===== src/sv/dht_pkg.sv =====
// Shared types and constants for the double hashing table unit.
// No dependencies; every other file takes names from here by scope.
`default_nettype none

package dht_pkg;

    // Field widths fixed by the request and result formats.
    localparam int REQ_W    = 2;
    localparam int KEY_W    = 31;
    localparam int VAL_W    = 32;
    localparam int STAT_W   = 2;
    localparam int SIDX_W   = 10;
    localparam int TS_W     = 11;
    localparam int PC_W     = TS_W + 1;
    localparam int CNT_W    = 11;
    localparam int TS_MAX   = (2 ** TS_W) - 1;

    // Remainder unit: dividend word, bits retired per cycle, pass lengths.
    localparam int DIV_W       = 32;
    localparam int DIG_BITS    = 4;
    localparam int DIG_CNT_W   = 4;
    localparam int STEP_W      = 8;
    localparam int KEY_DIGITS  = DIV_W / DIG_BITS;
    localparam int STEP_DIGITS = STEP_W / DIG_BITS;

    // Request codes.
    localparam logic [REQ_W-1:0] REQ_INSERT = 2'd0;
    localparam logic [REQ_W-1:0] REQ_FIND   = 2'd1;
    localparam logic [REQ_W-1:0] REQ_DELETE = 2'd2;

    // Status codes.
    localparam logic [STAT_W-1:0] ST_OK   = 2'd0;
    localparam logic [STAT_W-1:0] ST_MISS = 2'd1;
    localparam logic [STAT_W-1:0] ST_FULL = 2'd2;

    // One slot of the table.
    typedef struct packed {
        logic             used;
        logic [KEY_W-1:0] key;
        logic [VAL_W-1:0] value;
    } entry_t;

endpackage

`default_nettype wire


===== src/sv/dht_mod.sv =====
// Multi-cycle remainder unit: dividend mod a run-time divisor and mod the step prime.
// Retires four dividend bits per cycle; depends on dht_pkg.
`default_nettype none

module dht_mod #(
    parameter int STEP_PRIME = 11
) (
    input  wire logic                           clk,
    input  wire logic                           rst_n,
    input  wire logic                           start,
    input  wire logic [dht_pkg::DIV_W-1:0]      dividend,
    input  wire logic [dht_pkg::DIG_CNT_W-1:0]  digits,
    input  wire logic [dht_pkg::TS_W-1:0]       divisor,
    output logic                                done,
    output logic [dht_pkg::TS_W-1:0]            rem,
    output logic [dht_pkg::STEP_W-1:0]          rem_p
);

    localparam logic [dht_pkg::STEP_W:0] PRIME = (dht_pkg::STEP_W + 1)'(STEP_PRIME);

    logic                            busy_reg;
    logic                            done_reg;
    logic [dht_pkg::DIG_CNT_W-1:0]   cnt_reg;
    logic [dht_pkg::DIV_W-1:0]       dv_reg;
    logic [dht_pkg::TS_W-1:0]        r_reg;
    logic [dht_pkg::TS_W-1:0]        r_next;
    logic [dht_pkg::STEP_W-1:0]      rp_reg;
    logic [dht_pkg::STEP_W-1:0]      rp_next;

    // Four restoring steps per cycle on both remainders.
    always_comb
    begin
        logic [dht_pkg::TS_W:0]   rx;
        logic [dht_pkg::STEP_W:0] rpx;
        r_next  = r_reg;
        rp_next = rp_reg;
        for (int k = 0; k < dht_pkg::DIG_BITS; k++)
        begin
            rx = {r_next, dv_reg[dht_pkg::DIV_W-1-k]};
            if (rx >= {1'b0, divisor})
            begin
                rx = rx - {1'b0, divisor};
            end
            r_next = rx[dht_pkg::TS_W-1:0];
            rpx = {rp_next, dv_reg[dht_pkg::DIV_W-1-k]};
            if (rpx >= PRIME)
            begin
                rpx = rpx - PRIME;
            end
            rp_next = rpx[dht_pkg::STEP_W-1:0];
        end
    end

    // Control of one pass.
    always_ff @(posedge clk or negedge rst_n)
    begin
        if (!rst_n)
        begin
            busy_reg <= 1'b0;
            done_reg <= 1'b0;
            cnt_reg  <= '0;
        end
        else
        begin
            done_reg <= 1'b0;
            if (start)
            begin
                busy_reg <= 1'b1;
                cnt_reg  <= digits;
            end
            else if (busy_reg)
            begin
                cnt_reg <= cnt_reg - 1'b1;
                if (cnt_reg == dht_pkg::DIG_CNT_W'(1))
                begin
                    busy_reg <= 1'b0;
                    done_reg <= 1'b1;
                end
            end
        end
    end

    // Datapath of one pass.
    always_ff @(posedge clk)
    begin
        if (start)
        begin
            dv_reg <= dividend;
            r_reg  <= '0;
            rp_reg <= '0;
        end
        else if (busy_reg)
        begin
            dv_reg <= dv_reg << dht_pkg::DIG_BITS;
            r_reg  <= r_next;
            rp_reg <= rp_next;
        end
    end

    assign done  = done_reg;
    assign rem   = r_reg;
    assign rem_p = rp_reg;

endmodule

`default_nettype wire


===== config.mk =====
export PLATFORM = sky130hd
export DESIGN_NAME = dht_mod
export DESIGN_NICKNAME = d
export VERILOG_FILES = /design/src/sv/dht_pkg.sv /design/src/sv/dht_mod.sv
export SDC_FILE = /design/constraint.sdc
export NUM_CORES = 1
export LEC_CHECK = 0
export BUFFER_PORTS_ARGS = -buffer_cell sky130_fd_sc_hd__buf_4
export CAP_MARGIN = 20
export CORE_MARGIN = 5
export CORE_UTILIZATION = 50
export CTS_CLUSTER_DIAMETER = 100
export DETAILED_ROUTE_END_ITERATION = 6
export GPL_TIMING_DRIVEN = 0
export PLACE_DENSITY = 0.71
export SETUP_SLACK_MARGIN = 0.4
export SYNTH_ARGS = -nofsm -noshare
export SYNTH_HDL_FRONTEND = slang
export SYNTH_SLANG_ARGS = --single-unit
export TNS_END_PERCENT = 10

===== constraint.sdc =====
create_clock -name clk -period 10.7 [get_ports clk]
set_input_delay 0.535 -clock clk [delete_from_list [all_inputs] [get_ports clk]]
set_output_delay 0.535 -clock clk [all_outputs]
set_load 0.03 [all_outputs]

==> results of run 1 <==
worst min path at each step:
stage	start	to	slack, ns	cells after the start
2_1_floorplan	rst_n	busy_reg	0.24	0
3_3_place_gp	rst_n	cnt_reg[1]	0.35	1
3_5_place_dp	rst_n	cnt_reg[2]	0.35	1
4_1_cts	digits[2]	cnt_reg[2]	0.41	3
5_1_grt	digits[2]	cnt_reg[2]	0.43	3
6_report	digits[2]	cnt_reg[2]	0.42	3
layout by cell type (no fill, tap or decap), types with 14 or more instances in the layout:
cell type and count:
a21o_1 16, a21oi_1 33, buf_4 76, dfxtp_1 19
edfxtp_1 32, ha_1 50, inv_1 45, mux2_2 56
nand2_1 33, nor2_1 55, nor3_1 14, o21ai_0 41
xnor2_1 22
cell type report:
class,count,area share (%)
repair buffers,76,8.39
clock buffers,9,3.19
flip-flops and latches,57,21.1
inverters,47,2.50
well taps,143,2.53
multi-input cells,533,59.6
clock inverters,7,1.12
plain buffers,23,1.61
per-stage QoR:
step | TNS (ns) | util [%] | hold WS (ns) | std cells
floorplan | 0 | - | 0.239 | 660
global placement | -0.297 | 57.4 | 0.345 | 871
detailed placement | -2.28 | 57.7 | 0.350 | 872
CTS | 0 | 60.9 | 0.413 | 891
global route | 0 | 61.6 | 0.432 | 895
finish | 0 | 61.6 | 0.420 | 895
worst register-to-register path: cells and delay by family, from the launching register on:
kind | cells | cell delay [ns]
AO/OA/AOI/OAI | 26 | 4.69
buffers and inverters | 6 | 0.95
flip-flops | 1 | 0.39
adder cells (fa/ha/maj) | 5 | 1.57
multiplexers | 3 | 1.03
AND/OR/NAND/NOR | 8 | 1.19
timing repair:
item                                    CTS  global route
endpoints found under the hold margin     2             0
buffers inserted                          2             4
hold buffers                              1             0
endpoints found under the setup margin   11            11
cloned                                    0             0
gates resized for setup                  12            16
pin swaps                                 3             4
cell families (layout without fill, tap and decap cells):
logic type	Yosys count	count (layout)	share of synthesized area [%]
XOR/XNOR	32	32	4.75
AO/OA/AOI/OAI	201	201	25.0
buffers and inverters	70	162	4.71
adder cells (fa/ha/maj)	54	54	12.0
multiplexers	69	69	13.0
flip-flops	57	57	25.3
AND/OR/NAND/NOR	177	177	15.3
layer usage:
metal / wire length, um / vias up / track usage, %
li1: - / 2673 / -
met1: 7570 / 2643 / 32.4
met2: 7860 / 231 / 37.8
met3: 1320 / 34 / 5.49
met4: 365 / 0 / 6.17
met5: 0 / - / 0
==> results.sh, run 1 <==
export IMPL_slew_violations=0
export IMPL_syn_inst=660
export IMPL_regArea_um2=1490
export IMPL_largest_reg_flops=32
export IMPL_multi_input_area_um2=4210
export IMPL_die_h_um=119
export IMPL_clockRootBuffer="clkbuf_16"
export IMPL_slowest_stage="fa_1"
export IMPL_drtIter0Drc=428
export IMPL_drive_gt1_share_pct=26.7
export IMPL_fillCellCount=988
export IMPL_cts_tree="done"
export IMPL_post_route_period_util_pct=92.5
export IMPL_synth_edff_count=32
export IMPL_startpoint="dv_reg[31]"
export IMPL_place_congestion=0.988
export IMPL_rsz0062_at_grt="yes"
export IMPL_r2r_setup_slack_ns=0.80
export IMPL_cp_required_ns=10.92
export IMPL_grt_antenna_before_repair=0
export IMPL_tightest_slew_ns=0.943
export IMPL_worstReg2RegStart="dv_reg[31]"
export IMPL_cp_num_buf_inv=6
export IMPL_synth_seq_cells=57
export IMPL_worstSetupEndpointType="register"
export IMPL_max_freq_ghz=0.101
export IMPL_core_rowCount=39
export IMPL_finalWirelength_um=17100
export IMPL_synth_commonest_cells="56 x mux2_2, 55 x nor2_1, 50 x ha_1"
export IMPL_area_delta_synth_final_pct=19.8
export IMPL_finalHoldViolCount=0
export IMPL_avgSynthCellArea_um2=8.94
export IMPL_period_minus_slack_ns=9.90
export IMPL_slew_headroom_pct=37.0
export IMPL_crit_fanout=10
export IMPL_grt_pass1_wl_um=27700
export IMPL_synthTopCellsByArea="edfxtp_1 16%, mux2_2 11%, ha_1 11%"
export IMPL_synthFlopType="edfxtp_1"
export IMPL_ant_nets=0
export IMPL_htree_levels=3
export IMPL_drv_cap=0
export IMPL_finalClockSkew_ns=0.00807
export IMPL_core_um2=11500
export IMPL_die_area_um2=14100
export IMPL_track_usage_pct=23.7
export IMPL_endpoint="rem[7]"
export IMPL_ios=70
export IMPL_hp_class="in -> reg"
export IMPL_clock_sinks=57
export IMPL_cp_depth=48
export IMPL_setup_slack_ns=0.801
export IMPL_critPathMaxStageDelay_ns=0.41
export IMPL_pre_cts_slack_ns=-0.454
export IMPL_grt_pass1_vias=5517
export IMPL_firstDrtPassIters=5
export IMPL_finalSetupViolCount=0
export IMPL_crit_family="compound AO/OA/AOI/OAI gates"
export IMPL_ys_warn_count=0
export IMPL_placed_cell_area_um2=6620
export IMPL_num_vias=5581
export IMPL_status="finished, final reports clean"
export IMPL_yosysUniqueCellTypes=86
export IMPL_crit_type="reg -> reg"
export IMPL_numPortBuffers=68
export IMPL_initial_core_util_pct=51.4
export IMPL_clkTransAtPathRegs_ns=0.05
export IMPL_diodes=0
export IMPL_worstSetupStartpointType="register"
export IMPL_nNetsFinal=851
export IMPL_grt_max_degree=23
export IMPL_avgViaCountPerCell=6.24
export IMPL_clk_latency_ns=0.33
export IMPL_place_hpwl_um=13500
export IMPL_wl_per_cell_um=19.1
export IMPL_reg2reg_to="rem[7]"
export IMPL_drc=0
export IMPL_yosysTopAreaCell="edfxtp_1"
export IMPL_grt_overflow=0
export IMPL_synth_most_common_cell="mux2_2"
export IMPL_die_w_um=119
export IMPL_stdcell_area_um2=7070
export IMPL_numCtsBuffers=9
export IMPL_rr_worst_depth=48
export IMPL_async_flop_share_pct=10.5
export IMPL_cpMostUsedCell="o21ai_1"
export IMPL_syn_num_nets=764
export IMPL_clockBufferDepth=2
export IMPL_syn_area_um2=5900
export IMPL_synth_top_cell_area_share_pct=16.3
export IMPL_cp_arrival_ns=10.12
export IMPL_seq_area_frac_synth_pct=25.3
Power of run 1 is left out: the tool's default activity adds up to more than one toggle a clock period on the data nets, which glitch-free logic cannot reach.
==> run 2, diff against run 1 <==
--- a/config.mk
+++ b/config.mk
@@ -5,6 +5,7 @@
 export SDC_FILE = /design/constraint.sdc
 export NUM_CORES = 1
 export LEC_CHECK = 0
+export ABC_AREA = 1
 export BUFFER_PORTS_ARGS = -buffer_cell sky130_fd_sc_hd__buf_4
 export CAP_MARGIN = 20
 export CORE_MARGIN = 5
==> results.sh, run 2 <==
export IMPL_clock_sinks=57
export IMPL_rr_worst_depth=56
export IMPL_grt_pass1_vias=5225
export IMPL_drive_gt1_share_pct=16.6
export IMPL_slew_headroom_pct=41.5
export IMPL_synth_seq_cells=57
export IMPL_worstSetupEndpointType="register"
export IMPL_die_h_um=117
export IMPL_seq_area_frac_synth_pct=26.1
export IMPL_drv_cap=0
export IMPL_core_um2=11300
export IMPL_slowest_stage="edfxtp_1"
export IMPL_yosysTopAreaCell="nand2_1"
export IMPL_cpMostUsedCell="nand2_1"
export IMPL_firstDrtPassIters=5
export IMPL_yosysUniqueCellTypes=48
export IMPL_nNetsFinal=1025
export IMPL_numPortBuffers=68
export IMPL_place_congestion=0.928
export IMPL_ant_nets=0
export IMPL_core_rowCount=39
export IMPL_setup_tns_ns=0
export IMPL_r2r_setup_slack_ns=1.27
export IMPL_finalSetupViolCount=0
export IMPL_clk_latency_ns=0.33
export IMPL_cp_required_ns=10.88
export IMPL_grt_pass1_wl_um=24900
export IMPL_reg2reg_to="rem[9]"
export IMPL_synth_commonest_cells="285 x nand2_1, 95 x inv_1, 69 x nand3_1"
export IMPL_hold_end="cnt_reg[3]"
export IMPL_finalHoldViolCount=0
export IMPL_synth_top_cell_area_share_pct=18.8
export IMPL_syn_area_um2=5710
export IMPL_clkTransAtPathRegs_ns=0.06
export IMPL_synthFlopType="edfxtp_1"
export IMPL_finalClockSkew_ns=0.00888
export IMPL_die_area_um2=13600
export IMPL_numCtsBuffers=9
export IMPL_htree_levels=3
export IMPL_top_layer="met4"
export IMPL_cp_arrival_ns=9.61
export IMPL_cts_tree="done"
export IMPL_critPathMaxStageDelay_ns=0.49
export IMPL_drtIter0Drc=338
export IMPL_tightest_slew_ns=0.874
export IMPL_area_delta_synth_final_pct=18.0
export IMPL_max_freq_ghz=0.106
export IMPL_status="finished, final reports clean"
export IMPL_worstSetupStartpointType="register"
export IMPL_place_hpwl_um=11900
export IMPL_grt_max_degree=38
export IMPL_synthTopCellsByArea="nand2_1 19%, edfxtp_1 17%, ha_1 11%"
export IMPL_holdPathStages=3
export IMPL_period_minus_slack_ns=9.43
export IMPL_finalWirelength_um=14800
export IMPL_ios=70
export IMPL_hp_start="digits[3]"
export IMPL_avgViaCountPerCell=5.19
export IMPL_grt_overflow=0
export IMPL_rsz0062_at_grt="no"
export IMPL_wl_per_cell_um=13.8
export IMPL_syn_inst=841
export IMPL_grt_antenna_before_repair=0
export IMPL_synth_most_common_cell="nand2_1"
export IMPL_layout_common_cells="285 x nand2_1, 94 x inv_1, 69 x nand3_1, 68 x buf_4, 53 x a21oi_1"
export IMPL_initial_core_util_pct=50.4
export IMPL_fillCellCount=1092
export IMPL_track_usage_pct=22.8
export IMPL_post_cts_setup_buffers=0
export IMPL_largest_reg_flops=32
export IMPL_num_vias=5543
export IMPL_hp_class="in -> reg"
export IMPL_post_route_period_util_pct=88.1
export IMPL_diodes=0
export IMPL_crit_type="reg -> reg"
export IMPL_clockRootBuffer="clkbuf_16"
export IMPL_clockBufferDepth=2
export IMPL_drc=0
export IMPL_crit_fanout=10
export IMPL_mostFrequentLayoutCell="nand2_1"
export IMPL_async_flop_share_pct=10.5
export IMPL_slew_violations=0
export IMPL_route_met2_wl_um=6680
export IMPL_wl_met3_um=879
export IMPL_wl_met1_um=7080
export IMPL_worstReg2RegStart="dv_reg[31]"
export IMPL_die_w_um=117
export IMPL_ys_warn_count=0
export IMPL_avgSynthCellArea_um2=6.78
export IMPL_syn_num_nets=945
export IMPL_synth_edff_count=32
==> run 2: logic make-up (layout without fill, tap and decap cells) <==
group | Yosys count | in the layout | synth area share (%)
simple gates | 452 | 452 | 36.0
buf+inv | 121 | 206 | 8.07
compound gates | 120 | 120 | 11.7
flops | 57 | 57 | 26.1
fa+ha+maj | 54 | 54 | 12.4
xor+xnor | 37 | 37 | 5.68
==> run 2: how the worst max path moves through the flow <==
stage                    start     end  slack (ns)
floorplan           divisor[0]  rem[9]        2.28
global placement    divisor[0]  rem[9]        0.33
detailed placement  divisor[0]  rem[9]        0.31
CTS                 dv_reg[31]  rem[9]        0.50
global route        dv_reg[31]  rem[9]        0.43
finish              dv_reg[31]  rem[9]        1.27
==> run 2: area by class of cell <==
type | count | area [um^2] | share of cell area, %
buffer | 18 | 82.6 | 1.23
clock buffer | 9 | 225 | 3.35
clock inverter | 7 | 61.3 | 0.911
inverter | 103 | 387 | 5.74
multi-input combinational | 663 | 3780 | 56.2
sequential | 57 | 1490 | 22.2
tap | 143 | 179 | 2.66
timing repair buffer | 69 | 520 | 7.73
==> run 2: layer usage <==
layer	global-route usage [%]	vias up
met1	32.1	2490
li1	-	2910
met2	36.9	129
met3	4.52	14
met4	4.05	0
met5	0	-
==> run 2: worst max-delay path, delay by kind of cell, from the launching register on <==
family / cells / cell delay (ns)
flops: 1 / 0.49
fa+ha+maj: 5 / 1.89
xor+xnor: 1 / 0.15
compound gates: 23 / 3.80
simple gates: 19 / 1.76
buf+inv: 8 / 1.20
==> run 2: metrics by stage <==
step                utilization (%)  instances  area (um^2)  setup slack, ns  hold WS, ns
global route                   59.5       1069         6730            0.429        0.435
floorplan                         -        841         5710             2.28        0.239
finish                         59.5       1069         6730             1.27        0.420
CTS                            59.0       1068         6680            0.497      0.00242
global placement               56.5       1052         6390            0.332        0.348
detailed placement             56.5       1052         6390            0.310        0.348
==> run 2: what timing repair did <==
action / CTS / global route
setup endpoints to repair: 9 / 11
hold buffers: 0 / 1
endpoints found under the hold margin: 0 / 3
gates resized for setup: 1 / 26
pin swaps: 0 / 0
Power of run 2 is left out for the same reason.
==> run 3, diff against run 2 <==
--- a/config.mk
+++ b/config.mk
@@ -7,13 +7,13 @@
 export LEC_CHECK = 0
 export ABC_AREA = 1
 export BUFFER_PORTS_ARGS = -buffer_cell sky130_fd_sc_hd__buf_4
-export CAP_MARGIN = 20
+export CAP_MARGIN = 15
 export CORE_MARGIN = 5
 export CORE_UTILIZATION = 50
 export CTS_CLUSTER_DIAMETER = 100
 export DETAILED_ROUTE_END_ITERATION = 6
 export GPL_TIMING_DRIVEN = 0
-export PLACE_DENSITY = 0.71
+export PLACE_DENSITY = 0.76
 export SETUP_SLACK_MARGIN = 0.4
 export SYNTH_ARGS = -nofsm -noshare
 export SYNTH_HDL_FRONTEND = slang
==> results.sh, run 3 (same netlist as run 2, synthesis figures left out) <==
export IMPL_diodes=0
export IMPL_max_freq_ghz=0.106
export IMPL_num_vias=5667
export IMPL_core_rowCount=39
export IMPL_layout_common_cells="285 x nand2_1, 95 x inv_1, 74 x buf_4, 69 x nand3_1, 52 x a21oi_1"
export IMPL_ant_nets=0
export IMPL_mostFrequentLayoutCell="nand2_1"
export IMPL_grt_overflow=0
export IMPL_slowest_stage="fa_1"
export IMPL_setup_tns_ns=0
export IMPL_rsz0062_at_grt="no"
export IMPL_largest_reg_flops=32
export IMPL_initial_core_util_pct=50.4
export IMPL_htree_levels=3
export IMPL_crit_fanout=10
export IMPL_grt_pass1_wl_um=25100
export IMPL_die_area_um2=13600
export IMPL_wl_per_cell_um=13.9
export IMPL_worstSetupEndpointType="register"
export IMPL_grt_max_degree=23
export IMPL_core_um2=11300
export IMPL_cp_required_ns=10.88
export IMPL_die_h_um=117
export IMPL_track_usage_pct=22.8
export IMPL_avgViaCountPerCell=5.27
export IMPL_firstDrtPassIters=5
export IMPL_clock_sinks=57
export IMPL_drc=0
export IMPL_clk_latency_ns=0.33
export IMPL_clockRootBuffer="clkbuf_16"
export IMPL_finalClockSkew_ns=0.00470
export IMPL_numPortBuffers=68
export IMPL_drv_cap=0
export IMPL_drive_gt1_share_pct=17.5
export IMPL_crit_type="reg -> reg"
export IMPL_grt_antenna_before_repair=0
export IMPL_cts_tree="done"
export IMPL_critPathMaxStageDelay_ns=0.47
export IMPL_drtIter0Drc=366
export IMPL_finalHoldViolCount=0
export IMPL_die_w_um=117
export IMPL_cp_arrival_ns=9.63
export IMPL_cpMostUsedCell="nand2_1"
export IMPL_nNetsFinal=1032
export IMPL_grt_pass1_vias=5410
export IMPL_tightest_slew_ns=0.871
export IMPL_ios=70
export IMPL_finalWirelength_um=15000
export IMPL_period_minus_slack_ns=9.45
export IMPL_area_delta_synth_final_pct=20.2
export IMPL_clockBufferDepth=2
export IMPL_finalSetupViolCount=0
export IMPL_clkTransAtPathRegs_ns=0.06
export IMPL_status="finished, final reports clean"
export IMPL_place_congestion=0.943
export IMPL_post_route_period_util_pct=88.3
export IMPL_hp_class="in -> reg"
export IMPL_numCtsBuffers=9
export IMPL_place_hpwl_um=11600
export IMPL_worstSetupStartpointType="register"
export IMPL_slew_violations=0
export IMPL_slew_headroom_pct=41.8
## run 3: cell count changes in the layout (fill, tap and decap cells not counted), sizes merged
cell	before	now
clkbuf	23	21
bufinv	0	2
buf	72	81
inv	106	104
## run 3: metrics by stage
stage	area, um^2	utilization, %	std cells	hold WS (ns)	setup WS [ns]
final	6860	60.6	1076	0.428	1.25
after global routing	6860	60.6	1076	0.434	0.433
after CTS	6760	59.7	1070	0.424	0.405
after detailed placement	6420	56.7	1053	0.349	0.223
after global placement	6390	56.5	1052	0.348	0.372
after floorplan	5710	-	841	0.239	2.28
## run 3: timing repair
action / 4_1_cts / 5_1_grt
resized for setup: 1 / 28
setup endpoints to repair: 10 / 11
cloned: 0 / 0
hold buffers: 1 / 0
buffers inserted: 0 / 6
pin swaps: 0 / 5
hold endpoints to repair: 2 / 0
## run 3: worst paths after layout
kind	from	end	slack (ns)	cells after the start
min	digits[3]	cnt_reg[3]	0.43	3
max in group asynchronous	rst_n	busy_reg	10.02	2
min in group asynchronous	rst_n	cnt_reg[0]	0.56	2
max	dv_reg[31]	rem[9]	1.25	56
max reg2reg	dv_reg[31]	rem[9]	1.25	56
min reg2reg	rem[10]	rem[10]	0.48	2
## run 3: critical path: cells and delay by family, from the launching register on
| kind | cells | cell delay [ns] |
|---|---|---|
| xor+xnor | 1 | 0.15 |
| buf+inv | 8 | 1.17 |
| fa+ha+maj | 5 | 1.89 |
| simple gates | 19 | 1.78 |
| compound gates | 23 | 3.83 |
| flops | 1 | 0.45 |
## run 3: metal layers
metal  GRT usage [%]  vias up  routed length (um)
li1                -     2924                   -
met1            30.1     2548                6720
met2            37.3      169                6960
met3            4.78       26                1030
met4            7.26        0                 266
met5               0        -                   0
## run 3: layout make-up
type                            instances  area (um^2)
Timing Repair Buffer                   76          593
Sequential cell                        57         1490
Tap cell                              143          179
Multi-Input combinational cell        663         3790
Clock buffer                            9          225
Clock inverter                          7          103
Inverter                              103          390
Buffer                                 18         82.6
Fill cell                            1067         4460
Power of run 3 is left out for the same reason.
